$ cat src/rtl/core/blq_pkg.sv
// shared types and constants for the bidirectional link queue
package blq_pkg;

    localparam int DEF_CAPACITY   = 16;
    localparam int DEF_DATA_WIDTH = 32;
    localparam int PAY_W          = 32;
    localparam int LIMIT_W        = 5;
    localparam logic [LIMIT_W-1:0] LIMIT_RESET = 5'd16;

    typedef enum logic [1:0] {
        REQ_FROM_A = 2'd0,
        REQ_FROM_B = 2'd1,
        REQ_TICK   = 2'd2,
        REQ_BAD    = 2'd3
    } req_t;

    typedef enum logic [1:0] {
        CLS_NORMAL   = 2'd0,
        CLS_OVERRIDE = 2'd1,
        CLS_KILL     = 2'd2,
        CLS_SPARE    = 2'd3
    } class_t;

    typedef enum logic [2:0] {
        ACT_TO_B   = 3'd0,
        ACT_TO_A   = 3'd1,
        ACT_QUEUED = 3'd2,
        ACT_FULL   = 3'd3,
        ACT_KILL   = 3'd4,
        ACT_BAD    = 3'd5,
        ACT_IDLE   = 3'd6
    } action_t;

    typedef enum logic [1:0] {
        SEL_PAY  = 2'd0,
        SEL_RDA  = 2'd1,
        SEL_RDB  = 2'd2,
        SEL_ZERO = 2'd3
    } pay_sel_t;

    typedef struct packed {
        logic push;
        logic pop;
    } fifo_ctrl_t;

endpackage

$ cat src/rtl/core/blq_fifo.sv
// one direction of the link: circular buffer with count and registered read
module blq_fifo #(
    parameter int DEPTH = blq_pkg::DEF_CAPACITY,
    parameter int WIDTH = blq_pkg::PAY_W
) (
    input  logic                       clk,
    input  logic                       rst_n,
    input  blq_pkg::fifo_ctrl_t        ctrl,
    input  logic [WIDTH-1:0]           wr_data,
    output logic [WIDTH-1:0]           rd_data,
    output logic [$clog2(DEPTH+1)-1:0] count
);

    localparam int CW = $clog2(DEPTH + 1);
    localparam int PW = (DEPTH > 1) ? $clog2(DEPTH) : 1;

    logic [WIDTH-1:0] mem [DEPTH];
    logic [WIDTH-1:0] rd_data_reg;
    logic [PW-1:0]    head_reg, head_next;
    logic [PW-1:0]    tail_reg, tail_next;
    logic [CW-1:0]    count_reg, count_next;

    // wrap at the build depth
    always_comb
    begin
        head_next  = head_reg;
        tail_next  = tail_reg;
        count_next = count_reg;
        if (ctrl.push)
        begin
            tail_next  = (tail_reg == PW'(DEPTH - 1)) ? '0 : tail_reg + PW'(1);
            count_next = count_reg + CW'(1);
        end
        if (ctrl.pop)
        begin
            head_next  = (head_reg == PW'(DEPTH - 1)) ? '0 : head_reg + PW'(1);
            count_next = count_reg - CW'(1);
        end
    end

    always_ff @(posedge clk or negedge rst_n)
    begin
        if (!rst_n)
        begin
            head_reg  <= '0;
            tail_reg  <= '0;
            count_reg <= '0;
        end
        else
        begin
            head_reg  <= head_next;
            tail_reg  <= tail_next;
            count_reg <= count_next;
        end
    end

    always_ff @(posedge clk)
    begin
        if (ctrl.push)
        begin
            mem[tail_reg] <= wr_data;
        end
        if (ctrl.pop)
        begin
            rd_data_reg <= mem[head_reg];
        end
    end

    assign rd_data = rd_data_reg;
    assign count   = count_reg;

endmodule

$ cat src/rtl/core/bidirectional_link_queue_unit.sv
// top level of the bidirectional link queue: two drop-tail fifos, one per direction
//
// requests: start with req_type, item_class and payload is taken at a clock edge
// where busy is low. side A and side B items are forwarded, queued or dropped;
// a tick forwards the head of each non-empty fifo, A-to-B first, or reports idle.
// results: out_valid marks action, out_payload and last for exactly one cycle;
// the receiver cannot stall, so nothing is ever held back on the result side.
// path: a request passes the input register, then the decision and fifo read into
// the result register, which drives the result ports; while busy is high it waits
// in the input register.
// throughput: one request per cycle while busy is low; a tick that serves both fifos
// gives two results and raises busy for one cycle, which holds back the next request.
// the result register is the limit.
// configuration: cfg_data is the queue limit, written when cfg_valid and
// cfg_ready are high; cfg_ready is always high. write it only while idle.
// reset: both fifos empty, pointers at zero, queue limit 16, no result pending.
module bidirectional_link_queue_unit #(
    parameter int CAPACITY   = blq_pkg::DEF_CAPACITY,
    parameter int DATA_WIDTH = blq_pkg::DEF_DATA_WIDTH
) (
    input  logic                         clk,
    input  logic                         rst_n,
    input  logic                         start,
    output logic                         busy,
    input  logic [1:0]                   req_type,
    input  logic [1:0]                   item_class,
    input  logic [blq_pkg::PAY_W-1:0]    payload,
    output logic                         out_valid,
    output logic [2:0]                   action,
    output logic [blq_pkg::PAY_W-1:0]    out_payload,
    output logic                         last,
    input  logic                         cfg_valid,
    output logic                         cfg_ready,
    input  logic [blq_pkg::LIMIT_W-1:0]  cfg_data
);

    localparam int SW = (DATA_WIDTH < blq_pkg::PAY_W) ? DATA_WIDTH : blq_pkg::PAY_W;
    localparam int CW = $clog2(CAPACITY + 1);
    localparam int LW = (CW > blq_pkg::LIMIT_W) ? CW : blq_pkg::LIMIT_W;

    logic [blq_pkg::LIMIT_W-1:0] limit_reg;

    logic                s1_valid_reg;
    blq_pkg::req_t       s1_req_reg;
    blq_pkg::class_t     s1_class_reg;
    logic [SW-1:0]       s1_pay_reg;

    logic                s2_valid_reg, s2_valid_next;
    logic                s2_pair_reg, s2_pair_next;
    logic                s2_phase_reg, s2_phase_next;
    blq_pkg::action_t    s2_act_reg, s2_act_next;
    blq_pkg::pay_sel_t   s2_sel_reg, s2_sel_next;
    logic [SW-1:0]       s2_pay_reg;

    blq_pkg::fifo_ctrl_t ctrl_a, ctrl_b;
    logic [SW-1:0]       rd_a, rd_b;
    logic [CW-1:0]       count_a, count_b;

    logic advance;
    logic accept;
    logic full_a, full_b;
    logic has_a, has_b;
    logic pass_thru;

    assign advance   = !(s2_valid_reg && s2_pair_reg && !s2_phase_reg);
    assign busy      = !advance;
    assign accept    = start && advance;
    assign cfg_ready = 1'b1;

    assign pass_thru = (limit_reg == '0);
    assign full_a    = (LW'(count_a) >= LW'(limit_reg)) || (count_a == CW'(CAPACITY));
    assign full_b    = (LW'(count_b) >= LW'(limit_reg)) || (count_b == CW'(CAPACITY));
    assign has_a     = (count_a != '0);
    assign has_b     = (count_b != '0);

    // per-request decision
    always_comb
    begin
        ctrl_a        = '0;
        ctrl_b        = '0;
        s2_pair_next  = 1'b0;
        s2_act_next   = blq_pkg::ACT_BAD;
        s2_sel_next   = blq_pkg::SEL_PAY;
        case (s1_req_reg)
            blq_pkg::REQ_FROM_A, blq_pkg::REQ_FROM_B:
            begin
                if (s1_class_reg == blq_pkg::CLS_OVERRIDE || pass_thru)
                begin
                    s2_act_next = (s1_req_reg == blq_pkg::REQ_FROM_A) ?
                                  blq_pkg::ACT_TO_B : blq_pkg::ACT_TO_A;
                end
                else if (s1_class_reg == blq_pkg::CLS_KILL)
                begin
                    s2_act_next = blq_pkg::ACT_KILL;
                end
                else if (s1_req_reg == blq_pkg::REQ_FROM_A)
                begin
                    s2_act_next = full_a ? blq_pkg::ACT_FULL : blq_pkg::ACT_QUEUED;
                    ctrl_a.push = !full_a;
                end
                else
                begin
                    s2_act_next = full_b ? blq_pkg::ACT_FULL : blq_pkg::ACT_QUEUED;
                    ctrl_b.push = !full_b;
                end
            end
            blq_pkg::REQ_TICK:
            begin
                ctrl_a.pop = has_a;
                ctrl_b.pop = has_b;
                if (has_a)
                begin
                    s2_act_next  = blq_pkg::ACT_TO_B;
                    s2_sel_next  = blq_pkg::SEL_RDA;
                    s2_pair_next = has_b;
                end
                else if (has_b)
                begin
                    s2_act_next = blq_pkg::ACT_TO_A;
                    s2_sel_next = blq_pkg::SEL_RDB;
                end
                else
                begin
                    s2_act_next = blq_pkg::ACT_IDLE;
                    s2_sel_next = blq_pkg::SEL_ZERO;
                end
            end
            default:
            begin
                s2_act_next = blq_pkg::ACT_BAD;
            end
        endcase
        // only a request moving into the result register touches the fifos
        if (!(advance && s1_valid_reg))
        begin
            ctrl_a = '0;
            ctrl_b = '0;
        end
    end

    always_comb
    begin
        s2_valid_next = s2_valid_reg;
        s2_phase_next = s2_phase_reg;
        if (advance)
        begin
            s2_valid_next = s1_valid_reg;
            s2_phase_next = 1'b0;
        end
        else
        begin
            s2_phase_next = 1'b1;
        end
    end

    always_ff @(posedge clk or negedge rst_n)
    begin
        if (!rst_n)
        begin
            limit_reg    <= blq_pkg::LIMIT_RESET;
            s1_valid_reg <= 1'b0;
            s2_valid_reg <= 1'b0;
            s2_phase_reg <= 1'b0;
            s2_pair_reg  <= 1'b0;
        end
        else
        begin
            if (cfg_valid && cfg_ready)
            begin
                limit_reg <= cfg_data;
            end
            if (advance)
            begin
                s1_valid_reg <= accept;
                s2_pair_reg  <= s2_pair_next && s1_valid_reg;
            end
            s2_valid_reg <= s2_valid_next;
            s2_phase_reg <= s2_phase_next;
        end
    end

    always_ff @(posedge clk)
    begin
        if (accept)
        begin
            s1_req_reg   <= blq_pkg::req_t'(req_type);
            s1_class_reg <= blq_pkg::class_t'(item_class);
            s1_pay_reg   <= payload[SW-1:0];
        end
        if (advance)
        begin
            s2_act_reg <= s2_act_next;
            s2_sel_reg <= s2_sel_next;
            s2_pay_reg <= s1_pay_reg;
        end
    end

    blq_fifo #(
        .DEPTH (CAPACITY),
        .WIDTH (SW)
    ) u_fifo_a (
        .clk     (clk),
        .rst_n   (rst_n),
        .ctrl    (ctrl_a),
        .wr_data (s1_pay_reg),
        .rd_data (rd_a),
        .count   (count_a)
    );

    blq_fifo #(
        .DEPTH (CAPACITY),
        .WIDTH (SW)
    ) u_fifo_b (
        .clk     (clk),
        .rst_n   (rst_n),
        .ctrl    (ctrl_b),
        .wr_data (s1_pay_reg),
        .rd_data (rd_b),
        .count   (count_b)
    );

    // second result of a two-sided tick is always the B-to-A head
    always_comb
    begin
        out_valid = s2_valid_reg;
        if (s2_phase_reg)
        begin
            action      = blq_pkg::ACT_TO_A;
            out_payload = blq_pkg::PAY_W'(rd_b);
            last        = 1'b1;
        end
        else
        begin
            action = s2_act_reg;
            last   = !s2_pair_reg;
            case (s2_sel_reg)
                blq_pkg::SEL_PAY:  out_payload = blq_pkg::PAY_W'(s2_pay_reg);
                blq_pkg::SEL_RDA:  out_payload = blq_pkg::PAY_W'(rd_a);
                blq_pkg::SEL_RDB:  out_payload = blq_pkg::PAY_W'(rd_b);
                default:           out_payload = '0;
            endcase
        end
    end

endmodule
$ cat config.mk
export PLATFORM = sky130hd
export DESIGN_NAME = bidirectional_link_queue_unit
export DESIGN_NICKNAME = d
export VERILOG_FILES = /design/src/rtl/core/blq_pkg.sv /design/src/rtl/core/blq_fifo.sv /design/src/rtl/core/bidirectional_link_queue_unit.sv
export SDC_FILE = /design/constraint.sdc
export NUM_CORES = 1
export LEC_CHECK = 0
export ABC_CLOCK_PERIOD_IN_PS = 5800
export BUFFER_PORTS_ARGS = -buffer_cell sky130_fd_sc_hd__buf_2
export CAP_MARGIN = 25
export CORE_ASPECT_RATIO = 1.1
export CORE_UTILIZATION = 40
export DETAILED_ROUTE_END_ITERATION = 8
export HOLD_SLACK_MARGIN = 0.08
export REMOVE_ABC_BUFFERS = 1
export SYNTH_ARGS = -nofsm -noshare
export SYNTH_HDL_FRONTEND = slang
export SYNTH_SLANG_ARGS = --single-unit
$ cat constraint.sdc
create_clock -name clk -period 5.8 [get_ports clk]
set_input_delay 1.74 -clock clk [delete_from_list [all_inputs] [get_ports clk]]
set_output_delay 1.74 -clock clk [all_outputs]
set_load 0.03 [all_outputs]
==> run_results.csv, run 1 <==
group,metric,value,unit
run_status,status,"finished clean",
die,fp.coreArea,115000,µm²
logic_synthesis,synth_top_area_share,75.1,%
worst_setup_path,crit_arrival,2.89,ns
worst_setup_path,r2r_start,"u_fifo_a.count[0]",
worst_setup_path,endpoint,"out_payload[22]",
logic_synthesis,ys_seq_area_share,77.0,%
power_and_ir_drop,irDropWorstVdd,0.232,mV
global_routing,grt_pass1_wl,155000,µm
logic_synthesis,synth_mux_area_share,12.8,%
worst_setup_path,cp.required,4.06,ns
drt,vias,22900,
layout,final_common_cell,"edfxtp_1",
sta,tns,0,ns
sta,setup_viol,0,
worst_setup_path,rrSetupSlack,2.20,ns
placed_design,dp_cells,3950,
placed_design,globalplace.congestion,0.760,
layout,reg_top3,"u_fifo_a.mem x512, u_fifo_b.mem x512",
die,die_w,327,µm
layout,layout_common_cells,"edfxtp_1 (1161), mux2i_1 (226), o21ai_0 (169)",
sta,tightestPinTransition,0.996,ns
sta,skew,0.0209,ns
drt,wl,105000,µm
drt,antenna_left,0,
power_and_ir_drop,power.leakage,17.3,nW
logic_synthesis,synth_largest_area_cell,"edfxtp_1",
power_and_ir_drop,total_power,24.2,mW
cts,clk-insertion-delay-late,0.70,ns
worst_setup_path,r2r-end,"u_fifo_a.mem[1][23]",
placed_design,hpwl,61800,µm
logic_synthesis,synth_fa_ha_area_share,0.787,%
min_path,hold_class,"register to register",
run,max-cap-violations,0,
logic_synthesis,synth_area,46400,µm²
drt,drt_iter0_markers,2032,
logic_synthesis,synth_top_family_by_area,"multiplexers",
worst_setup_path,path_class,"register to output port",
logic_synthesis,synth-compound-area-share,5.42,%
logic_synthesis,syn_avg_cell_area,19.2,µm²
sta,fin_crit_sh,79.8,%
sta,hold_ws,0.498,ns
global_routing,overflow,0,
sta,slew_viol_final,0,
logic_synthesis,synth_top_flop_cell,"edfxtp_1",
cts,clk_pin_slew_worst_paths,0.06,ns
sta,hold_viol,0,
drt,avgRoutedWirePerCell,25.0,µm
drt,drc,0,
layout,diodes,0,
cts,cts_buffers,113,
cts,clock_path_buffers,3,
global_routing,grtUsageTotal,17.8,%
layout,fin_nets,2638,
layout,fin_cells,4180,
sta,max_freq,216,MHz
die,start_util,40.5,%
logic_synthesis,synth-edff-count,1161,
global_routing,grt_max_degree,97,
logic_synthesis,synth.distinct_cells,63,
cts,cts_tree,"yes",
sta,rsz0062_at_grt,"false",
worst_setup_path,crit_path_max_fanout,32,
placed_design,placed_area,49000,µm²
worst_setup_path,cp-startpoint,"s2_phase_reg",
power_and_ir_drop,power.density,454,nW/µm²
logic_synthesis,synth.area.top_cells,"edfxtp_1 (75%), mux4_2 (6.2%), mux2i_1 (4.9%)",
cts,root_buffer,"clkbuf_16",
die,io_pins,84,
global_routing,antenna_found_initial,2,
cts,cts.htree.levels,3,
global_routing,grt_pass1_vias,23600,
layout,final_area,53200,µm²
logic_synthesis,synthArstFlopShare,2.93,%
logic_synthesis,synth-warning-count,0,
layout,syn_to_final_growth,14.7,%
logic_synthesis,syn_inst,2422,
logic_synthesis,synth-simple-area-share,2.30,%
worst_setup_path,crit_path_end_kind,"output port",
logic_synthesis,synth_seq_cells,1196,
cts,cts_setup_buffers,0,
drt,routed_via_density,5.47,
cts,cts.sinks,1196,
die,die_h,359,µm
sta,relSlewSlack,33.6,%
logic_synthesis,synth_xor_area_share,0.245,%
die,die-area,117000,µm²
cts,cts-resized-gates,0,
die,rows,130,
layout,drive_gt1_share,21.2,%
sta,min_period,4.63,ns
placed_design,io_buffers,82,
worst_setup_path,rr_worst_depth,8,
cts,ctsHoldBuffers,0,
drt,firstDrtPassIters,5,
worst_setup_path,start_kind,"register",
how the worst min path moves through the flow:
stage | slack, ns | from | cells past startpoint | endpoint
2_1_floorplan | 0.45 | s1_valid_reg | 2 | out_valid
3_3_place_gp | 0.48 | s1_valid_reg | 2 | out_valid
3_5_place_dp | 0.49 | s1_valid_reg | 2 | out_valid
4_1_cts | 0.50 | s1_valid_reg | 2 | out_valid
5_1_grt | 0.55 | s1_valid_reg | 2 | out_valid
6_report | 0.50 | s1_valid_reg | 2 | out_valid
synth_stat cells (all sizes together) (2+ instances only):
master   count
edfxtp    1161
mux2i      226
o21ai      181
mux4       128
nand2      119
clkbuf      78
a21oi       72
mux2        71
a221oi      64
a22oi       64
buf         56
dfrtp       34
ha          26
inv         23
xnor2       12
and4        10
and4b        8
nor2b        8
a21o         7
nor4b        6
and2         5
nand2b       5
nor3         5
a31oi        4
nand3        4
nor4         4
and4bb       3
nand3b       3
nor2         3
o31ai        3
or3          3
a2111oi      2
a311oi       2
and3         2
fa           2
nand4        2
o21a         2
or2          2
or4          2
area by class of cell:
class / instances / area (µm²)
fillers: 9476 / 61400
repair buffers: 162 / 1600
inverters: 23 / 88.8
clock inverters: 70 / 782
well taps: 1518 / 1900
clock buffers: 142 / 2960
flip-flops and latches: 1196 / 35800
multi-input cells: 1069 / 10100
stage by stage:
stage / worst slack [ns] / util (%)
finish: 1.17 / 46.4
global route: 0.947 / 46.4
CTS: 1.10 / 46.0
detailed placement: 1.86 / 42.8
global placement: 1.90 / 42.5
floorplan: -1.68 / -
metal layers:
layer | share of wire, % | routed length [µm] | global-route usage, %
met1 | 44 | 45600 | 24.4
met3 | 4.9 | 5090 | 2.53
met5 | 0 | 0 | 0
met4 | 2.2 | 2300 | 5.40
met2 | 49 | 51500 | 29.4
kinds of logic after synthesis:
group | count (synthesis)
DFF | 1196
muxes | 425
AOI/OAI and AO/OA | 406
and+or+nand+nor | 196
buffers and inverters | 157
adders and majority gates | 28
xor gates and xnor gates | 13
other | 1
worst max-delay path, stage by stage, from the launching register on:
cell and delay, ns:
dfrtp_1 0.43, or2_2 0.65, o21ai_0 0.77, buf_2 0.33
where the power goes:
| part | switching (mW) | leakage (nW) | total (mW) | internal [mW] |
|---|---|---|---|---|
| registers | 0.393 | 11.0 | 10.6 | 10.2 |
| clock network | 3.19 | 1.81 | 7.44 | 4.25 |
| logic | 3.80 | 4.55 | 6.18 | 2.38 |
| total | 7.38 | 17.3 | 24.2 | 16.8 |
(Power assumes the default switching activity.)
==> run 2, diff against run 1 <==
Settings changed: ABC_CLOCK_PERIOD_IN_PS 5800 to 4480.
Clock period 5.8 ns to 4.48 ns, I/O delays scaled along.
==> run_results.csv, run 2 (synthesized netlist as in run 1, its figures left out) <==
group,metric,value,unit
power_and_ir_drop,power.switching,9.62,mW
global_routing,grt_pass1_vias,23500,
drt,avgRoutedWirePerCell,25.6,µm
global_routing,grtUsageTotal,18.2,%
die,fp.coreArea,115000,µm²
sta,min_period,3.86,ns
placed_design,io_buffers,82,
layout,layout_common_cells,"edfxtp_1 (1161), mux2i_1 (226), o21ai_0 (169)",
die,rows,130,
worst_setup_path,crit_family,"simple AND/OR/NAND/NOR gates",
power_and_ir_drop,p_comb_share,26.1,%
drt,vias,23100,
global_routing,grt_pass1_wl,158000,µm
cts,root_buffer,"clkbuf_16",
sta,setup_viol,0,
worst_setup_path,crit_path_max_fanout,32,
worst_setup_path,cp_num_buf_inv,1,
layout,syn_to_final_growth,13.9,%
power_and_ir_drop,power_frac_clock,29.3,%
die,die-area,117000,µm²
placed_design,globalplace.congestion,0.796,
power_and_ir_drop,p_seq_share,44.6,%
cts,cts_setup_buffers,0,
layout,drive_gt1_share,21.0,%
drt,routed_via_density,5.49,
global_routing,grt_max_degree,49,
sta,tightestPinTransition,1.07,ns
sta,relSlewSlack,28.9,%
cts,cts.htree.levels,3,
sta,max_freq,259,MHz
cts,clk-insertion-delay-late,0.71,ns
layout,final_core_util,46.1,%
worst_setup_path,crit_path_end_kind,"output port",
worst_setup_path,path_class,"register to output port",
drt,drt_iter0_markers,1948,
worst_setup_path,r2r-end,"u_fifo_a.mem[10][18]",
power_and_ir_drop,irDropWorstVdd,0.347,mV
sta,hold_ws,0.497,ns
layout,fin_nets,2658,
worst_setup_path,start_kind,"register",
run_status,status,"finished clean",
sta,hold_viol,0,
worst_setup_path,crit_arrival,2.51,ns
layout,final_area,52900,µm²
drt,drc,0,
drt,firstDrtPassIters,6,
cts,clk_pin_slew_worst_paths,0.06,ns
placed_design,hpwl,64800,µm
layout,diodes,0,
sta,fin_crit_sh,86.1,%
cts,cts.sinks,1196,
cts,cts_tree,"yes",
die,start_util,40.5,%
worst_setup_path,crit_slowest_cell,"or2_2",
drt,wl,108000,µm
worst_setup_path,crit_chain,"or2_2 > o21ai_0 > buf_2",
worst_setup_path,cp.required,3.14,ns
worst_setup_path,rrSetupSlack,0.77,ns
sta,skew,0.0540,ns
power_and_ir_drop,power.share.switching,31.0,%
placed_design,placed_area,49100,µm²
cts,cts-resized-gates,0,
run,max-cap-violations,0,
layout,final_common_cell,"edfxtp_1",
power_and_ir_drop,power.leakage,17.2,nW
sta,rsz0062_at_grt,"false",
die,die_w,327,µm
worst_setup_path,max_stage_delay,0.68,ns
drt,antenna_left,0,
min_path,hold_path_end,"out_valid",
cts,ctsHoldBuffers,0,
die,die_h,359,µm
worst_setup_path,rr_worst_depth,8,
power_and_ir_drop,p_int,21.4,mW
min_path,whs_path_depth,2,
layout,reg_top3,"u_fifo_a.mem x512, u_fifo_b.mem x512",
sta,slew_viol_final,0,
global_routing,overflow,0,
die,io_pins,84,
global_routing,antenna_found_initial,3,
power_and_ir_drop,power.density,586,nW/µm²
min_path,hold_class,"register to register",
cts,cts_buffers,115,
min_path,holdCritStartpoint,"s1_valid_reg",
cts,clock_path_buffers,3,
worst_setup_path,r2r_start,"u_fifo_a.count[0]",
==> run 2: cell types whose count changed in the layout (fill, tap and decap cells not counted), sizes merged <==
cell      previous run  this run
clkinvlp             5         3
buf                162       180
clkinv              46        44
bufinv              14         5
clkbuf             142       156
inv                 28        25
==> run 2: worst min-delay path: cells and delay by family, from the launching register on <==
kind	cells	cell delay [ns]
buffers and inverters	1	0.05
flip-flops	1	0.37
AND/OR/NAND/NOR	1	0.05
==> run 2: how the worst max path moves through the flow <==
stage                              start  slack, ns  cells after the start                    to
detailed placement     u_fifo_a.count[0]       0.74                      8  u_fifo_a.mem[10][26]
floorplan           u_fifo_a.head_reg[0]      -3.00                      3  u_fifo_a.rd_data[11]
global placement       u_fifo_a.count[0]       0.73                      8   u_fifo_a.mem[0][20]
global route                s2_phase_reg       0.49                      3        out_payload[3]
finish                      s2_phase_reg       0.62                      3        out_payload[3]
CTS                         s2_phase_reg       0.46                      3        out_payload[3]
==> run 2: power by group through the flow <==
stage               sequential (mW)  clock (mW)  combinational (mW)
CTS                            13.9        9.27                8.04
floorplan                      14.5           0                4.95
global placement               14.2           0                7.82
global route                   13.9        9.64                8.71
detailed placement             14.2           0                8.00
finish                         13.8        9.08                8.09
==> run 2: area by class of cell <==
| class | instances | area (µm²) |
|---|---|---|
| Clock buffer | 156 | 3050 |
| Clock inverter | 54 | 450 |
| Fill cell | 9522 | 61800 |
| Inverter | 23 | 88.8 |
| Multi-Input combinational cell | 1069 | 10100 |
| Sequential cell | 1196 | 35800 |
| Tap cell | 1518 | 1900 |
| Timing Repair Buffer | 180 | 1500 |
==> run 2: metrics by stage <==
| step | TNS [ns] | instances | setup WS (ns) | total power [mW] |
|---|---|---|---|---|
| after global placement | 0 | 3970 | 0.727 | 22.0 |
| after global routing | 0 | 4196 | 0.492 | 32.2 |
| after floorplan | -385.40 | 2288 | -3.00 | 19.5 |
| final | 0 | 4196 | 0.624 | 31.0 |
| after CTS | 0 | 4185 | 0.458 | 31.2 |
| after detailed placement | 0 | 3975 | 0.742 | 22.2 |
==> run 2: per-layer routing <==
layer	routed length, µm	vias to the layer above	share of wire, %	track usage [%]
li1	-	10200	-	-
met1	46000	12100	43	24.9
met2	53000	662	49	29.9
met3	6200	144	5.8	3.12
met4	2410	0	2.2	5.42
met5	0	-	0	0
